===== config.mk =====
export PLATFORM = sky130hd
export DESIGN_NAME = datetime_difference_minutes
export DESIGN_NICKNAME = d
export VERILOG_FILES = /design/src/hw/rtl/dtdm_pkg.sv /design/src/hw/rtl/dtdm_day_number.sv /design/src/hw/rtl/dtdm_minutes.sv /design/src/hw/rtl/datetime_difference_minutes.sv
export SDC_FILE = /design/constraint.sdc
export NUM_CORES = 2
export LEC_CHECK = 0
export BUFFER_PORTS_ARGS = -buffer_cell sky130_fd_sc_hd__clkbuf_2
export CELL_PAD_IN_SITES_DETAIL_PLACEMENT = 1
export CELL_PAD_IN_SITES_GLOBAL_PLACEMENT = 1
export CORE_MARGIN = 2
export CORE_UTILIZATION = 40
export CTS_CLUSTER_SIZE = 14
export DETAILED_ROUTE_END_ITERATION = 6
export PLACE_DENSITY_LB_ADDON = 0.1
export SLEW_MARGIN = 20
export SYNTH_ARGS = -nofsm -noshare
export SYNTH_HDL_FRONTEND = slang
export SYNTH_SLANG_ARGS = --single-unit

===== constraint.sdc =====
create_clock -name clk -period 11.74 [get_ports clk]
set_clock_uncertainty 0.15 [all_clocks]
set_input_delay 0.587 -clock clk [delete_from_list [all_inputs] [get_ports clk]]
set_output_delay 0.587 -clock clk [all_outputs]
set_load 0.01 [all_outputs]

===== src/hw/rtl/dtdm_pkg.sv =====
// Shared widths, constants, types and the month offset table for the date-time difference block.
`timescale 1ns / 1ps

package dtdm_pkg;

    localparam int YEAR_W    = 12;
    localparam int MONTH_W   = 4;
    localparam int DAY_W     = 5;
    localparam int HOUR_W    = 5;
    localparam int MINUTE_W  = 6;
    localparam int DAYNUM_W  = 21;
    localparam int DAYDIFF_W = DAYNUM_W + 1;
    localparam int OFFSET_W  = 9;
    localparam int ELAPSED_W = 28;
    localparam int TOTAL_W   = 35;

    // Reciprocal of 100 scaled by 2**19; exact for every 12-bit value.
    localparam int RECIP_W     = 13;
    localparam int RECIP_SHIFT = 19;
    localparam logic [RECIP_W-1:0] RECIP_100 = 13'd5243;

    localparam logic [MONTH_W-1:0] MONTH_FEB = 4'd2;
    localparam logic [MONTH_W-1:0] MONTH_DEC = 4'd12;

    localparam logic [8:0]  DAYS_PER_YEAR  = 9'd365;
    localparam logic [6:0]  YEARS_PER_CENT = 7'd100;
    localparam logic [10:0] MIN_PER_DAY    = 11'd1440;
    localparam logic [5:0]  MIN_PER_HOUR   = 6'd60;

    typedef struct packed {
        logic [DAYNUM_W-1:0]   end_days;
        logic [DAYNUM_W-1:0]   start_days;
        logic signed [HOUR_W:0]   hour_diff;
        logic signed [MINUTE_W:0] minute_diff;
        logic                  month_error;
    } day_stage_t;

    // Days in the year before the first of the given month; unused codes give zero.
    function automatic logic [OFFSET_W-1:0] month_offset(input logic [MONTH_W-1:0] month);
        logic [OFFSET_W-1:0] offset;
        begin
            case (month)
                4'd2:    offset = 9'd31;
                4'd3:    offset = 9'd59;
                4'd4:    offset = 9'd90;
                4'd5:    offset = 9'd120;
                4'd6:    offset = 9'd151;
                4'd7:    offset = 9'd181;
                4'd8:    offset = 9'd212;
                4'd9:    offset = 9'd243;
                4'd10:   offset = 9'd273;
                4'd11:   offset = 9'd304;
                4'd12:   offset = 9'd334;
                default: offset = 9'd0;
            endcase
            return offset;
        end
    endfunction

endpackage


===== src/hw/rtl/dtdm_day_number.sv =====
// Absolute Gregorian day number of one date, with a flag for an invalid month.
`timescale 1ns / 1ps

module dtdm_day_number (
    input  logic [dtdm_pkg::YEAR_W-1:0]   year,
    input  logic [dtdm_pkg::MONTH_W-1:0]  month,
    input  logic [dtdm_pkg::DAY_W-1:0]    day,
    output logic [dtdm_pkg::DAYNUM_W-1:0] day_num,
    output logic                          month_bad
);

    localparam int PROD_W = dtdm_pkg::YEAR_W + dtdm_pkg::RECIP_W;
    localparam int CENT_W = PROD_W - dtdm_pkg::RECIP_SHIFT;

    logic [dtdm_pkg::YEAR_W-1:0]   prev_year;
    logic [PROD_W-1:0]             prev_prod;
    logic [PROD_W-1:0]             year_prod;
    logic [CENT_W-1:0]             prev_div100;
    logic [CENT_W-1:0]             year_div100;
    logic [CENT_W+6:0]             year_cent_base;
    logic                          year_is_cent;
    logic                          leap;
    logic [dtdm_pkg::DAYNUM_W-1:0] years_before;
    logic [dtdm_pkg::DAYNUM_W-1:0] year_days;

    assign prev_year = year - dtdm_pkg::YEAR_W'(1);

    // Division by 100 as a multiply by a scaled reciprocal.
    assign prev_prod   = PROD_W'(prev_year) * PROD_W'(dtdm_pkg::RECIP_100);
    assign year_prod   = PROD_W'(year) * PROD_W'(dtdm_pkg::RECIP_100);
    assign prev_div100 = prev_prod[PROD_W-1:dtdm_pkg::RECIP_SHIFT];
    assign year_div100 = year_prod[PROD_W-1:dtdm_pkg::RECIP_SHIFT];

    assign year_cent_base = (CENT_W+7)'(year_div100) * (CENT_W+7)'(dtdm_pkg::YEARS_PER_CENT);
    assign year_is_cent   = ((CENT_W+7)'(year) == year_cent_base);

    // Century years are leap only when the century count is a multiple of four.
    assign leap = year_is_cent ? (year_div100[1:0] == 2'd0) : (year[1:0] == 2'd0);

    assign year_days = dtdm_pkg::DAYNUM_W'(year) * dtdm_pkg::DAYNUM_W'(dtdm_pkg::DAYS_PER_YEAR);

    always_comb
    begin
        if (year == '0)
        begin
            years_before = '0;
        end
        else
        begin
            years_before = year_days
                         + dtdm_pkg::DAYNUM_W'(prev_year[dtdm_pkg::YEAR_W-1:2])
                         - dtdm_pkg::DAYNUM_W'(prev_div100)
                         + dtdm_pkg::DAYNUM_W'(prev_div100[CENT_W-1:2])
                         + dtdm_pkg::DAYNUM_W'(1);
        end
    end

    assign day_num = years_before
                   + dtdm_pkg::DAYNUM_W'(dtdm_pkg::month_offset(month))
                   + dtdm_pkg::DAYNUM_W'(day)
                   + dtdm_pkg::DAYNUM_W'(leap && (month > dtdm_pkg::MONTH_FEB));

    assign month_bad = (month == '0) || (month > dtdm_pkg::MONTH_DEC);

endmodule


===== src/hw/rtl/dtdm_minutes.sv =====
// Converts the day, hour and minute differences to total minutes and saturates to the output width.
`timescale 1ns / 1ps

module dtdm_minutes (
    input  dtdm_pkg::day_stage_t                 stage,
    output logic signed [dtdm_pkg::ELAPSED_W-1:0] elapsed
);

    localparam int TW = dtdm_pkg::TOTAL_W;
    localparam int EW = dtdm_pkg::ELAPSED_W;

    logic signed [dtdm_pkg::DAYDIFF_W-1:0] days_delta;
    logic signed [TW-1:0] day_min;
    logic signed [TW-1:0] hour_min;
    logic signed [TW-1:0] total;
    logic                 in_range;

    assign days_delta = $signed({1'b0, stage.end_days}) - $signed({1'b0, stage.start_days});

    assign day_min  = TW'(days_delta) * $signed(TW'(dtdm_pkg::MIN_PER_DAY));
    assign hour_min = TW'(stage.hour_diff) * $signed(TW'(dtdm_pkg::MIN_PER_HOUR));
    assign total    = day_min + hour_min + TW'(stage.minute_diff);

    // The value fits when all bits above the output sign bit match it.
    assign in_range = (total[TW-1:EW-1] == '0) || (total[TW-1:EW-1] == '1);

    always_comb
    begin
        if (in_range)
        begin
            elapsed = total[EW-1:0];
        end
        else if (total[TW-1])
        begin
            elapsed = {1'b1, {(EW-1){1'b0}}};
        end
        else
        begin
            elapsed = {1'b0, {(EW-1){1'b1}}};
        end
    end

endmodule


===== src/hw/rtl/datetime_difference_minutes.sv =====
// Top level: three-stage pipeline giving signed minutes between two Gregorian date-times.
`timescale 1ns / 1ps

// A result reaches the output after passing the input register, the day-number register
// and the result register, and a new transaction may be accepted in every cycle while
// in_stall is low: each of these registers holds one transaction, and a stage that has
// been emptied downstream refills in the same cycle. The difference saturates at the
// 28-bit signed limits, and month_error flags a month outside 1 to 12 in either date.
module datetime_difference_minutes (
    input  logic                                 clk,
    input  logic                                 rst_n,
    input  logic                                 in_valid,
    output logic                                 in_stall,
    input  logic [dtdm_pkg::YEAR_W-1:0]          start_year,
    input  logic [dtdm_pkg::MONTH_W-1:0]         start_month,
    input  logic [dtdm_pkg::DAY_W-1:0]           start_day,
    input  logic [dtdm_pkg::HOUR_W-1:0]          start_hour,
    input  logic [dtdm_pkg::MINUTE_W-1:0]        start_minute,
    input  logic [dtdm_pkg::YEAR_W-1:0]          end_year,
    input  logic [dtdm_pkg::MONTH_W-1:0]         end_month,
    input  logic [dtdm_pkg::DAY_W-1:0]           end_day,
    input  logic [dtdm_pkg::HOUR_W-1:0]          end_hour,
    input  logic [dtdm_pkg::MINUTE_W-1:0]        end_minute,
    output logic                                 out_valid,
    input  logic                                 out_stall,
    output logic signed [dtdm_pkg::ELAPSED_W-1:0] elapsed_minutes,
    output logic                                 month_error
);

    logic in_valid_reg;
    logic in_valid_next;
    logic day_valid_reg;
    logic day_valid_next;
    logic out_valid_reg;
    logic out_valid_next;

    logic [dtdm_pkg::YEAR_W-1:0]   s_year_reg;
    logic [dtdm_pkg::MONTH_W-1:0]  s_month_reg;
    logic [dtdm_pkg::DAY_W-1:0]    s_day_reg;
    logic [dtdm_pkg::HOUR_W-1:0]   s_hour_reg;
    logic [dtdm_pkg::MINUTE_W-1:0] s_minute_reg;
    logic [dtdm_pkg::YEAR_W-1:0]   e_year_reg;
    logic [dtdm_pkg::MONTH_W-1:0]  e_month_reg;
    logic [dtdm_pkg::DAY_W-1:0]    e_day_reg;
    logic [dtdm_pkg::HOUR_W-1:0]   e_hour_reg;
    logic [dtdm_pkg::MINUTE_W-1:0] e_minute_reg;

    dtdm_pkg::day_stage_t day_stage_next;
    dtdm_pkg::day_stage_t day_stage_reg;

    logic signed [dtdm_pkg::ELAPSED_W-1:0] elapsed_next;
    logic signed [dtdm_pkg::ELAPSED_W-1:0] elapsed_reg;
    logic                                  month_error_reg;

    logic [dtdm_pkg::DAYNUM_W-1:0] start_days;
    logic [dtdm_pkg::DAYNUM_W-1:0] end_days;
    logic start_bad;
    logic end_bad;

    logic out_load;
    logic day_load;
    logic in_load;

    // Each stage takes a new transaction when it is empty or its content moves on.
    assign out_load = !out_valid_reg || !out_stall;
    assign day_load = !day_valid_reg || out_load;
    assign in_load  = !in_valid_reg || day_load;
    assign in_stall = !in_load;

    always_comb
    begin
        in_valid_next  = in_load  ? in_valid      : in_valid_reg;
        day_valid_next = day_load ? in_valid_reg  : day_valid_reg;
        out_valid_next = out_load ? day_valid_reg : out_valid_reg;
    end

    always_ff @(posedge clk or negedge rst_n)
    begin
        if (!rst_n)
        begin
            in_valid_reg  <= 1'b0;
            day_valid_reg <= 1'b0;
            out_valid_reg <= 1'b0;
        end
        else
        begin
            in_valid_reg  <= in_valid_next;
            day_valid_reg <= day_valid_next;
            out_valid_reg <= out_valid_next;
        end
    end

    always_ff @(posedge clk)
    begin
        if (in_load && in_valid)
        begin
            s_year_reg   <= start_year;
            s_month_reg  <= start_month;
            s_day_reg    <= start_day;
            s_hour_reg   <= start_hour;
            s_minute_reg <= start_minute;
            e_year_reg   <= end_year;
            e_month_reg  <= end_month;
            e_day_reg    <= end_day;
            e_hour_reg   <= end_hour;
            e_minute_reg <= end_minute;
        end
    end

    dtdm_day_number u_start_day (
        .year      (s_year_reg),
        .month     (s_month_reg),
        .day       (s_day_reg),
        .day_num   (start_days),
        .month_bad (start_bad)
    );

    dtdm_day_number u_end_day (
        .year      (e_year_reg),
        .month     (e_month_reg),
        .day       (e_day_reg),
        .day_num   (end_days),
        .month_bad (end_bad)
    );

    always_comb
    begin
        day_stage_next.end_days    = end_days;
        day_stage_next.start_days  = start_days;
        day_stage_next.hour_diff   = $signed({1'b0, e_hour_reg}) - $signed({1'b0, s_hour_reg});
        day_stage_next.minute_diff = $signed({1'b0, e_minute_reg})
                                   - $signed({1'b0, s_minute_reg});
        day_stage_next.month_error = start_bad || end_bad;
    end

    always_ff @(posedge clk)
    begin
        if (day_load && in_valid_reg)
        begin
            day_stage_reg <= day_stage_next;
        end
    end

    dtdm_minutes u_minutes (
        .stage   (day_stage_reg),
        .elapsed (elapsed_next)
    );

    always_ff @(posedge clk)
    begin
        if (out_load && day_valid_reg)
        begin
            elapsed_reg     <= elapsed_next;
            month_error_reg <= day_stage_reg.month_error;
        end
    end

    assign out_valid       = out_valid_reg;
    assign elapsed_minutes = elapsed_reg;
    assign month_error     = month_error_reg;

endmodule

==> summary.txt <==
Yosys
  • Largest area contributor in the netlist: ha_1
  • Synth Warn #: 0
  • Synth async-reset ratio: 1.76%
  • Post-synth net total: approximately 4.5k
  • Synth top cells by count: inv_1 (815), ha_1 (705), fa_1 (401)
  • Post-synth EDFFs: ~150
  • Yosys top cell area share: a little over a quarter
  • Synthesized cell area: 32900 um2
  • Post-synth cell types: 72
  • Most used DFF post-synth: edfxtp_1
  • Dominant cells by area after synthesis: ha_1 (27%), fa_1 (24%), edfxtp_1 (14%)
  • Seq cells post-synth: 170
  • Seq/Total Area, Yosys: 14.9%
  • Syn avg cell area: 9.79 um2
  • Mapped Cells: roughly 3.4k
  • Count leader, synth: inv_1

Timing
  • Final hold violations: 0
  • Final min period: 11.25 ns
  • Fmax: 88.8 MHz
  • Fraction of the cycle the final worst path needs: 95.9%
  • Count of final setup violators: 0
  • Slew Limit Fails: 0
  • Max_slew headroom: between 30 and 40%
  • Tightest Pin Transition: 1.00 ns
  • Worst hold slack: between 0.1 and 0.15 ns

Floorplanning
  • Die H: between 200 and 300 um
  • Die footprint: 84500 um2
  • I/O pin count: 99
  • CORE AREA: 81700 um2
  • Die W: 291 um
  • Initial Util: 40.2%
  • Core Rows: 105

Critical path
  • Reg2reg path depth: 50
  • Worst path depth: 50
  • Bufs and invs on worst path: 11
  • Setup crit end kind: flop
  • Peak per-stage delay on the critical path: 0.55 ns
  • Req. time, crit path: 11.82 ns
  • Worst Path Max Fanout: 5
  • Crit path max-delay family: adder cells
  • WP data arrival: roughly 11 ns
  • Nature of the critical path startpoint: flop
  • Worst setup path class: reg2reg
  • Critical-path top delay cell: fa_1
  • Most used cell, CP: fa_1

Detailed routing
  • Detailed-route via count: about 24k
  • Final WL: 83.3 mm
  • Routed Antenna Nets: 0
  • Routed wire length per instance: 17.6 um
  • Vias per cell: 5.00
  • DRC viols: 0
  • Starting DRC count in detailed routing: roughly 700
  • Iteration count of the initial detailed-routing pass: 4

Layout
  • Syn-to-layout area delta: 13.9%
  • Share of cells above drive strength 1: a little over an eighth
  • Antenna diode count: 0
  • Nets: 4822

Outcome
  • Status: complete, no violations

Clock network
  • CTS max path bufs: 2
  • Clk_lat worst skew: between 0.4 and 0.5 ns
  • Buffer type at the clock tree root: clkbuf_16
  • TritonCTS buffer count: 17
  • Clock sinks: 170
  • Clock-pin slew on the worst setup and hold paths: 0.09 ns
  • CTS tree: built
  • H-tree levels: 4

Placed design
  • GPL Wtd Cong: just under 0.9
  • Port bufs: 98
  • Final HPWL DP: 72.7 mm

Global routing
  • Gr ovfl total: 0
  • First-pass GRT wire length: 138 mm
  • Largest net degree at the start of global routing: 57
  • Vias in the first global route: around 27k
  • Initial antenna violation count: 0
  • GRT Util Overall: 20.3%

Job
  • Max_cap viols: 0

Worst hold path
  • Hold crit path type: in2reg
  • Hold Crit Depth: 1
[metrics by stage]
stage | area, um2 | worst slack, ns | TNS [ns] | instances | utilization, %
after floorplan | 32900 | 0.00610 | 0 | 3358 | -
after global placement | 35900 | 0.128 | 0 | 4666 | 43.9
after detailed placement | 35900 | -0.227 | -1.07 | 4666 | 43.9
after CTS | 36600 | 0.00235 | 0 | 4700 | 44.8
after global routing | 37500 | -0.139 | -0.620 | 4731 | 45.9
final | 37500 | 0.485 | 0 | 4731 | 45.9
[cells in the final DEF (no fill, tap or decap), drive strengths merged, types with 12 or more instances in the layout]
cell      n
ha      705
o21ai   122
inv     822
mux2i    15
nand4    15
a21boi   15
clkbuf  115
o21a     20
a211oi   24
a21oi   142
xor2     75
dfxtp    18
a31oi    17
nor2b    24
nand2b   25
buf     191
o211ai   21
edfxtp  149
nand2   132
nand3    35
nor2    117
xnor2   170
or2      16
and2     15
fa      401
or3      12
o21bai   13
a21o     75
nor3     36
[cells by family after synthesis]
logic type	after synthesis	synth area share (%)
adders and majority gates	1106	51.2
buffers and inverters	834	9.57
AOI/OAI and AO/OA	514	10.2
and+or+nand+nor	469	6.90
xor gates and xnor gates	245	6.52
DFF	170	14.9
muxes	20	0.628
[routing by layer]
layer | vias up | track usage (%) | part of all wire (%)
met2 | 227 | 36.8 | 51
met5 | - | 0 | 0
met1 | 11800 | 26.4 | 46
met4 | 0 | 3.49 | 1.2
met3 | 58 | 1.97 | 2.1
li1 | 11600 | - | -
[final cells by class]
type	instances	area [um2]
Inverter	815	3070
Clock buffer	17	425
Sequential cell	170	4910
Timing Repair Buffer	290	1930
Clock inverter	15	204
Tap cell	1070	1340
Multi-Input combinational cell	2354	25600
Fill cell	9261	44200
[path summary, 6_finish.rpt]
path,slack [ns],start,end
worst max-delay path,0.49,s_year_reg[2]$_DFFE_PP_,day_stage_reg[32]$_DFFE_PP_
worst min-delay path,0.12,end_hour[2],e_hour_reg[2]$_DFFE_PP_
worst max register to register,0.49,s_year_reg[2]$_DFFE_PP_,day_stage_reg[32]$_DFFE_PP_
worst min register to register,0.30,day_stage_reg[0]$_DFFE_PP_,month_error$_DFFE_PP_
max in group asynchronous,11.04,rst_n,day_valid_reg$_DFFE_PN0P_
min in group asynchronous,0.29,rst_n,out_valid$_DFFE_PN0P_
[repair_timing]
| item | CTS | global route |
|---|---|---|
| pin swaps | 5 | 86 |
| setup buffers | 1 | 32 |
| gates resized for setup | 16 | 155 |
| endpoints found under the hold margin | 3 | 0 |
| hold buffers | 1 | 0 |
| setup endpoints to repair | 10 | 26 |
Power is not shown: default switching activity piles up to over one toggle a cycle in this logic, so the estimate is an artifact.
